File: src/hdl/lsbr_pkg.sv
// Shared types and constants of the LSB-first bit stream reader.
package lsbr_pkg;

  localparam int BUF_BYTES  = 256;
  localparam int BUF_ADDR_W = $clog2(BUF_BYTES);
  localparam int CAP_W      = 12;
  localparam int CNT_W      = 7;
  localparam int BYTE_W     = 8;
  localparam int CFG_ADDR_W = 3;
  localparam int CFG_DATA_W = 32;

  localparam logic [CAP_W-1:0] BUF_BITS         = CAP_W'(BUF_BYTES * 8);
  localparam logic [CAP_W-1:0] CAP_RESET        = 12'd2048;
  localparam logic [CAP_W-1:0] BIT_IN_BYTE_MASK = 12'h007;
  localparam logic [CNT_W-1:0] BITS_PER_BYTE    = 7'd8;
  localparam logic [CNT_W-1:0] MAX_READ_BITS    = 7'd64;

  // Register index taken from paddr[2]
  localparam logic REG_BIT_CAPACITY = 1'b0;

  typedef enum logic [1:0] {
    ACT_WRITE   = 2'd0,
    ACT_READ    = 2'd1,
    ACT_RESTART = 2'd2
  } lsbr_action_e;

  typedef enum logic [1:0] {
    ST_IDLE,
    ST_LOAD,
    ST_EMIT,
    ST_ERR
  } lsbr_state_e;

  typedef struct packed {
    logic accept;
    logic load_lo;
    logic emit;
    logic emit_err;
  } lsbr_cmd_t;

  typedef struct packed {
    logic rd_ok;
    logic rd_err;
    logic out_free;
    logic last_byte;
  } lsbr_sts_t;

endpackage

File: src/hdl/lsbr_ctrl.sv
// Sequencing state machine of the bit stream reader.
module lsbr_ctrl import lsbr_pkg::*; (
  input  logic      clk_i,
  input  logic      rst_ni,
  input  logic      in_valid_i,
  output logic      in_stall_o,
  input  lsbr_sts_t sts_i,
  output lsbr_cmd_t cmd_o
);

  lsbr_state_e state_q, state_d;

  always_ff @(posedge clk_i or negedge rst_ni) begin
    if (!rst_ni) begin
      state_q <= ST_IDLE;
    end else begin
      state_q <= state_d;
    end
  end

  always_comb begin
    state_d = state_q;
    cmd_o   = '0;
    unique case (state_q)
      ST_IDLE: begin
        if (in_valid_i) begin
          cmd_o.accept = 1'b1;
          if (sts_i.rd_ok) begin
            state_d = ST_LOAD;
          end else if (sts_i.rd_err) begin
            state_d = ST_ERR;
          end
        end
      end
      ST_LOAD: begin
        cmd_o.load_lo = 1'b1;
        state_d       = ST_EMIT;
      end
      ST_EMIT: begin
        if (sts_i.out_free) begin
          cmd_o.emit = 1'b1;
          if (sts_i.last_byte) begin
            state_d = ST_IDLE;
          end
        end
      end
      ST_ERR: begin
        if (sts_i.out_free) begin
          cmd_o.emit_err = 1'b1;
          state_d        = ST_IDLE;
        end
      end
      default: state_d = ST_IDLE;
    endcase
  end

  assign in_stall_o = (state_q != ST_IDLE);

`ifndef ASSERT_OFF
  a_read_to_load: assert property (@(posedge clk_i) disable iff (!rst_ni)
    cmd_o.accept && sts_i.rd_ok |=> state_q == ST_LOAD)
    else $error("accepted read did not start a fetch");
  a_load_to_emit: assert property (@(posedge clk_i) disable iff (!rst_ni)
    state_q == ST_LOAD |=> state_q == ST_EMIT)
    else $error("fetch did not move on to emit");
  a_last_to_idle: assert property (@(posedge clk_i) disable iff (!rst_ni)
    cmd_o.emit && sts_i.last_byte |=> state_q == ST_IDLE)
    else $error("final byte did not return to idle");
`endif

endmodule

File: src/hdl/lsbr_dpath.sv
// Byte store, read position and byte packing datapath of the bit stream reader.
module lsbr_dpath import lsbr_pkg::*; (
  input  logic                  clk_i,
  input  logic                  rst_ni,
  input  logic [CAP_W-1:0]      cap_i,
  input  logic [1:0]            action_i,
  input  logic [BUF_ADDR_W-1:0] byte_index_i,
  input  logic [BYTE_W-1:0]     write_data_i,
  input  logic [CNT_W-1:0]      bit_count_i,
  input  lsbr_cmd_t             cmd_i,
  output lsbr_sts_t             sts_o,
  output logic                  out_valid_o,
  input  logic                  out_stall_i,
  output logic [BYTE_W-1:0]     data_byte_o,
  output logic                  last_o,
  output logic                  overrun_error_o,
  output logic [CAP_W-1:0]      remaining_bits_o
);

  logic [BYTE_W-1:0]     mem_q [BUF_BYTES];
  logic [BYTE_W-1:0]     rdata_q, lo_q;
  logic [BUF_ADDR_W-1:0] ptr_q, ptr_d;
  logic [2:0]            off_q;
  logic [CNT_W-1:0]      left_q;
  logic [CAP_W-1:0]      rem_q;
  logic [CAP_W-1:0]      pos_q;
  logic                  out_valid_q;
  logic [BYTE_W-1:0]     out_data_q;
  logic                  out_last_q, out_err_q;
  logic [CAP_W-1:0]      out_rem_q;

  logic [CAP_W-1:0] cap_eff, rem_ok, rem_err;
  logic [CNT_W-1:0] n_sat;
  logic [CAP_W:0]   pos_sum;
  logic             is_read, overrun, out_taken;
  logic [3:0]       take;
  logic [BYTE_W-1:0] take_mask, emit_byte;
  logic [2*BYTE_W-1:0] window;

  assign cap_eff = (cap_i > BUF_BITS) ? BUF_BITS : cap_i;
  assign n_sat   = (bit_count_i > MAX_READ_BITS) ? MAX_READ_BITS : bit_count_i;
  assign pos_sum = {1'b0, pos_q} + (CAP_W+1)'(n_sat);
  // pos + n past capacity also covers a position already beyond it
  assign overrun = pos_sum > {1'b0, cap_eff};
  assign rem_ok  = cap_eff - pos_sum[CAP_W-1:0];
  assign rem_err = (pos_q <= cap_eff) ? (cap_eff - pos_q) : '0;
  assign is_read = (action_i == ACT_READ) && (n_sat != '0);

  assign out_taken = out_valid_q && !out_stall_i;

  assign sts_o.rd_ok     = is_read && !overrun;
  assign sts_o.rd_err    = is_read && overrun;
  assign sts_o.out_free  = !out_valid_q || !out_stall_i;
  assign sts_o.last_byte = (left_q <= BITS_PER_BYTE);

  // Bits above the remaining count are cleared in the final byte
  assign take      = sts_o.last_byte ? left_q[3:0] : 4'd8;
  assign take_mask = BYTE_W'((9'd1 << take) - 9'd1);
  assign window    = {rdata_q, lo_q} >> off_q;
  assign emit_byte = window[BYTE_W-1:0] & take_mask;

  always_comb begin
    ptr_d = ptr_q;
    if (cmd_i.accept && sts_o.rd_ok) begin
      ptr_d = pos_q[BUF_ADDR_W+2:3];
    end else if (cmd_i.load_lo || cmd_i.emit) begin
      ptr_d = ptr_q + 1'b1;
    end
  end

  // rdata_q holds the byte at ptr_q, read before any write to the store in the same cycle
  always_ff @(posedge clk_i) begin
    if (cmd_i.accept && (action_i == ACT_WRITE)) begin
      mem_q[byte_index_i] <= write_data_i;
    end
    rdata_q <= mem_q[ptr_d];
  end

  always_ff @(posedge clk_i) begin
    ptr_q <= ptr_d;
    if (cmd_i.accept && is_read) begin
      off_q  <= pos_q[2:0] & BIT_IN_BYTE_MASK[2:0];
      left_q <= n_sat;
      rem_q  <= overrun ? rem_err : rem_ok;
    end
    if (cmd_i.load_lo) begin
      lo_q <= rdata_q;
    end
    if (cmd_i.emit) begin
      lo_q   <= rdata_q;
      left_q <= left_q - BITS_PER_BYTE;
    end
    if (cmd_i.emit) begin
      out_data_q <= emit_byte;
      out_last_q <= sts_o.last_byte;
      out_err_q  <= 1'b0;
      out_rem_q  <= rem_q;
    end else if (cmd_i.emit_err) begin
      out_data_q <= '0;
      out_last_q <= 1'b1;
      out_err_q  <= 1'b1;
      out_rem_q  <= rem_q;
    end
  end

  always_ff @(posedge clk_i or negedge rst_ni) begin
    if (!rst_ni) begin
      pos_q       <= '0;
      out_valid_q <= 1'b0;
    end else begin
      if (cmd_i.accept && (action_i == ACT_RESTART)) begin
        pos_q <= '0;
      end else if (cmd_i.accept && sts_o.rd_ok) begin
        pos_q <= pos_sum[CAP_W-1:0];
      end
      if (cmd_i.emit || cmd_i.emit_err) begin
        out_valid_q <= 1'b1;
      end else if (out_taken) begin
        out_valid_q <= 1'b0;
      end
    end
  end

  assign out_valid_o      = out_valid_q;
  assign data_byte_o      = out_data_q;
  assign last_o           = out_last_q;
  assign overrun_error_o  = out_err_q;
  assign remaining_bits_o = out_rem_q;

`ifndef ASSERT_OFF
  a_err_is_last: assert property (@(posedge clk_i) disable iff (!rst_ni)
    out_valid_o && overrun_error_o |-> last_o && (data_byte_o == '0))
    else $error("overrun result not a single zero byte");
  a_emit_has_room: assert property (@(posedge clk_i) disable iff (!rst_ni)
    (cmd_i.emit || cmd_i.emit_err) |-> sts_o.out_free)
    else $error("result loaded over a waiting result");
  a_emit_has_bits: assert property (@(posedge clk_i) disable iff (!rst_ni)
    cmd_i.emit |-> left_q != '0)
    else $error("byte emitted with no bits left");
  a_pos_in_cap: assert property (@(posedge clk_i) disable iff (!rst_ni)
    cmd_i.accept && sts_o.rd_ok |=> pos_q <= BUF_BITS)
    else $error("read position moved past the buffer");
`endif

endmodule

File: src/hdl/lsb_first_bit_stream_reader_top.sv
// Top level of the LSB-first bit stream reader: config register, controller, datapath.
// A write or restart item is accepted without stalling the input. A read of n bits
// (n saturates at 64) produces ceil(n/8) result bytes: after the accept, the LOAD
// state fetches the first store byte, then one byte is emitted per cycle while the
// output is free, and the input stays stalled until the final byte. The single
// read port of the 256-byte store, stepping one byte per cycle, sets this pace. A
// read that would pass the capacity is answered by one overrun result, loaded
// once the output is free, and leaves the position unchanged. The store needs no
// clear after reset; bytes never written read as arbitrary values.
module lsb_first_bit_stream_reader_top import lsbr_pkg::*; (
  input  logic                  clk_i,
  input  logic                  rst_ni,
  input  logic                  in_valid_i,
  output logic                  in_stall_o,
  input  logic [1:0]            action_i,
  input  logic [BUF_ADDR_W-1:0] byte_index_i,
  input  logic [BYTE_W-1:0]     write_data_i,
  input  logic [CNT_W-1:0]      bit_count_i,
  output logic                  out_valid_o,
  input  logic                  out_stall_i,
  output logic [BYTE_W-1:0]     data_byte_o,
  output logic                  last_o,
  output logic                  overrun_error_o,
  output logic [CAP_W-1:0]      remaining_bits_o,
  input  logic                  psel,
  input  logic                  penable,
  input  logic                  pwrite,
  input  logic [CFG_ADDR_W-1:0] paddr,
  input  logic [CFG_DATA_W-1:0] pwdata,
  output logic [CFG_DATA_W-1:0] prdata,
  output logic                  pready
);

  logic [CAP_W-1:0] cap_q;
  lsbr_cmd_t        cmd;
  lsbr_sts_t        sts;

  assign pready = 1'b1;

  always_ff @(posedge clk_i or negedge rst_ni) begin
    if (!rst_ni) begin
      cap_q <= CAP_RESET;
    end else if (psel && penable && pwrite && pready && (paddr[2] == REG_BIT_CAPACITY)) begin
      cap_q <= pwdata[CAP_W-1:0];
    end
  end

  assign prdata = (paddr[2] == REG_BIT_CAPACITY) ? CFG_DATA_W'(cap_q) : '0;

  lsbr_ctrl u_ctrl (
    .clk_i      (clk_i),
    .rst_ni     (rst_ni),
    .in_valid_i (in_valid_i),
    .in_stall_o (in_stall_o),
    .sts_i      (sts),
    .cmd_o      (cmd)
  );

  lsbr_dpath u_dpath (
    .clk_i            (clk_i),
    .rst_ni           (rst_ni),
    .cap_i            (cap_q),
    .action_i         (action_i),
    .byte_index_i     (byte_index_i),
    .write_data_i     (write_data_i),
    .bit_count_i      (bit_count_i),
    .cmd_i            (cmd),
    .sts_o            (sts),
    .out_valid_o      (out_valid_o),
    .out_stall_i      (out_stall_i),
    .data_byte_o      (data_byte_o),
    .last_o           (last_o),
    .overrun_error_o  (overrun_error_o),
    .remaining_bits_o (remaining_bits_o)
  );

endmodule

File: config.mk
export PLATFORM = sky130hd
export DESIGN_NAME = lsb_first_bit_stream_reader_top
export DESIGN_NICKNAME = d
export VERILOG_FILES = /design/src/hdl/lsbr_pkg.sv /design/src/hdl/lsbr_ctrl.sv /design/src/hdl/lsbr_dpath.sv /design/src/hdl/lsb_first_bit_stream_reader_top.sv
export SDC_FILE = /design/constraint.sdc
export NUM_CORES = 2
export LEC_CHECK = 0
export BUFFER_PORTS_ARGS = -buffer_cell sky130_fd_sc_hd__buf_2
export CAP_MARGIN = 20
export CORE_ASPECT_RATIO = 1.5
export CORE_UTILIZATION = 40
export DETAILED_ROUTE_END_ITERATION = 8
export SYNTH_ARGS = -nofsm -noshare
export SYNTH_HDL_FRONTEND = slang
export SYNTH_SLANG_ARGS = --single-unit
File: constraint.sdc
create_clock -name clk_i -period 14.3 [get_ports clk_i]
set_clock_uncertainty 0.2 [all_clocks]
set_input_delay 1.43 -clock clk_i [delete_from_list [all_inputs] [get_ports clk_i]]
set_output_delay 1.43 -clock clk_i [all_outputs]
set_load 0.05 [all_outputs]
==> impl_metrics.ini <==
[logic_synthesis]
synth_common_cells = 2099 x edfxtp_1, 1114 x nand2_1, 425 x mux2i_1, 297 x nor2_1, 223 x nand3_1
synthArstFlopShare_pct = 1.26
ys_seq_elements = 2143
synth_seq_area_share_pct = 73.0
synth_area_leader_cell = edfxtp_1
yosys-top-cells-area = edfxtp_1 72%, mux2i_1 4.8%, nand2_1 4.8%
yosys.cell_types.count = 78
synth_top_cell_area_share_pct = 71.8
synth_edf_count = 2099
avgSynthCellArea_sq_um = 14.1
yosys_warnings = 0
synth_area_sq_um = 87800
syn_inst = 6210
yosysMostFrequentCell = edfxtp_1
synth-main-ff-cell = edfxtp_1

[power_and_ir_drop]
clock_power_share_pct = 23.7
power.leakage_nw = 32.5
switching_power_w = 0.00883
pwr_density_cell_nw_per_um2 = 223
vdd_ir_drop_max_v = 0.000312
sw_frac_of_total_pct = 40.9
p_comb_share_pct = 43.4
power_frac_seq_pct = 32.9
power.internal_w = 0.0127

[sta]
hold_viol = 0
setup_viol = 0
setup_ws_ps = 4600
timing.fmax_mhz = 103
period_needed_ps = 9700
fin_setup_tns_ps = 0
rsz0062_at_grt = false
tightest_slew_ps = 1140
slew_headroom_pct = 21.9
drv_slew = 0
finalCritPeriodShare_pct = 67.8

[min_path]
hold_start = u_dpath.rem_q[10]$_DFFE_PP_
min_path_cells = 0
hold_class = flip-flop to flip-flop
hold_path_end = u_dpath.remaining_bits_o[10]$_DFFE_PP_

[cts]
cts_resized = 0
clk_pin_slew_worst_paths_ps = 60
clockBufferDepth = 4
cts_max_level = 4
cts_tree = built
cts_root_buffer = clkbuf_16
hold_buffers = 0
clock_sinks = 2143
post_cts_buffers = 0
clk_latency_ps = 850
cts_buffers = 194

[outcome]
status = completed

[floorplan]
io_pins = 124
fp-row-count = 210
coreArea_sq_um = 218000
die_x_microns = 384
die_h_microns = 576
die_area_sq_um = 221000
initial_utilization_pct = 40.2

[critical_path]
critPathArrivalTime_ps = 10190
rr_endpoint = u_dpath.rdata_q[5]$_DFF_P_
cp-start-kind = primary input
crit_type = primary input to flip-flop
cp_max_fo = 97
r2r_start = u_dpath.pos_q[1]$_DFFE_PN0P_
reg2reg_slack_ps = 5060
end_kind = flip-flop
crit_required_ps = 14790
worst-r2r-cell-count = 26

[detailed_routing]
drtIter0Drc = 5398
first_pass_iters = 8
drt-total-wl_microns = 242000
num_vias = 52800
post-route-drc-count = 0
wl_per_cell_microns = 26.4
ant_nets = 0
vias_per_cell = 5.75

[global_route]
grt_pass1_wl_microns = 351000
grt_pass1_vias = 51900
antenna_found_initial = 14
grt_max_degree = 123
grt_usage_pct = 21.4
grt_overflow = 0

[place]
numPortBuffers = 80
place_congestion = 0.828
place_ws_ps = 4100
hpwl_microns = 138000

[final_layout]
fillers = 19200
synthToLayoutAreaGrowth_pct = 10.3
regArea_sq_um = 64000
final_nets = 6275
multi_input_area_sq_um = 21500
drive_above_1_share_pct = 7.98

[job]
maxCapViolCount = 0
[logic make-up (layout without fill, tap and decap cells)]
family                     after synthesis  in the layout  share of synthesized area [%]
and+or+nand+nor                       2024           2024                           10.0
AOI/OAI and AO/OA                     1000           1000                           7.85
muxes                                  452            452                           5.26
adders and majority gates               48             48                          0.710
buffers and inverters                  502            577                           2.79
xor gates and xnor gates                39             39                          0.389
DFF                                   2143           2143                           73.0
other                                    2             23                        0.00856
[metal layers]
metal  part of all wire [%]  track usage, %  vias up
li1                       -               -    23500
met5                  0.040               0        -
met1                     38            26.6    26500
met3                    6.7            2.84      542
met4                    5.1            10.4       14
met2                     50            36.6     2137
[power by group through the flow]
stage               Clock, W  Sequential, W  Combinational [W]
global route         0.00536        0.00710            0.00999
floorplan                  0        0.00727            0.00632
detailed placement         0        0.00723            0.00934
finish               0.00510        0.00710            0.00936
CTS                  0.00516        0.00710            0.00936
global placement           0        0.00723            0.00926
[critical path: stages]
cell and delay (ps):
buf_2 170, nor2b_1 220, ha_1 270, a21o_1 150, a21oi_1 230, o21bai_1 100
a21oi_1 230, o21bai_1 120, a21oi_1 410, nor2_1 170, nand3_1 140, xnor2_1 170
ha_1 330, a21oi_1 240, nand2_1 90, or3_4 350, o21ai_2 270, nand3_4 510
nand2_8 640, inv_8 350, buf_12 310, nand2_1 150, a31oi_1 90, a2111oi_0 1040
nor3_1 180, or4_1 640, o211ai_1 790, o31ai_1 170
[state kept, by name (all words and copies together) (netlist names)]
name and count:
u_dpath.off_q 3, u_dpath.left_q 7, u_dpath.data_byte_o 8, u_dpath.remaining_bits_o 12, u_dpath.out_valid_o 1, u_dpath.mem_q 2048, cap_q 12, u_dpath.ptr_q 8
u_dpath.rem_q 12, u_dpath.rdata_q 8, u_dpath.overrun_error_o 1, u_ctrl.state_q 2, u_dpath.lo_q 8, u_dpath.pos_q 12, u_dpath.last_o 1
[cell type report]
type	count	area share, %
Sequential cell	2143	66.2
Multi-Input combinational cell	3584	22.2
Clock buffer	243	5.32
Tap cell	2862	3.70
Timing Repair Buffer	174	1.43
Clock inverter	97	0.897
Inverter	63	0.271
Antenna cell	2	0.00517
[metrics by stage]
step	power (W)	instances	utilization [%]	hold slack [ps]	area [sq um]
3_3_place_gp	0.0165	8824	41.6	201	90700
3_5_place_dp	0.0166	8824	41.6	205	90700
5_1_grt	0.0225	9168	44.4	232	96800
4_1_cts	0.0216	9164	44.4	221	96800
2_1_floorplan	0.0136	6229	-	186	87800
6_report	0.0216	9168	44.4	218	96800
[placed cells by master (no fill, tap or decap), drive strengths merged, types with 103 or more instances in the layout]
master,synthesis,routed
nand3,224,224
o221ai,103,103
a31oi,161,161
nor3,106,106
buf,261,173
a211oi,181,181
nor2,298,298
o22ai,132,132
mux2i,425,425
nand2,1116,1116
and3,150,150
clkbuf,178,243
edfxtp,2099,2099
a21oi,195,195
[how the worst max path moves through the flow]
| stage | startpoint | to | slack (ps) | cells after the start |
|---|---|---|---|---|
| 2_1_floorplan | bit_count_i[1] | u_dpath.rdata_q[5]$_DFF_P_ | 7720 | 27 |
| 3_3_place_gp | bit_count_i[6] | u_dpath.rdata_q[4]$_DFF_P_ | 4180 | 28 |
| 3_5_place_dp | bit_count_i[6] | u_dpath.rdata_q[6]$_DFF_P_ | 4100 | 28 |
| 4_1_cts | bit_count_i[6] | u_dpath.rdata_q[6]$_DFF_P_ | 5000 | 28 |
| 5_1_grt | bit_count_i[6] | u_dpath.rdata_q[5]$_DFF_P_ | 4500 | 28 |
| 6_report | bit_count_i[6] | u_dpath.rdata_q[5]$_DFF_P_ | 4600 | 28 |
Power figures use the tool's default switching activity.
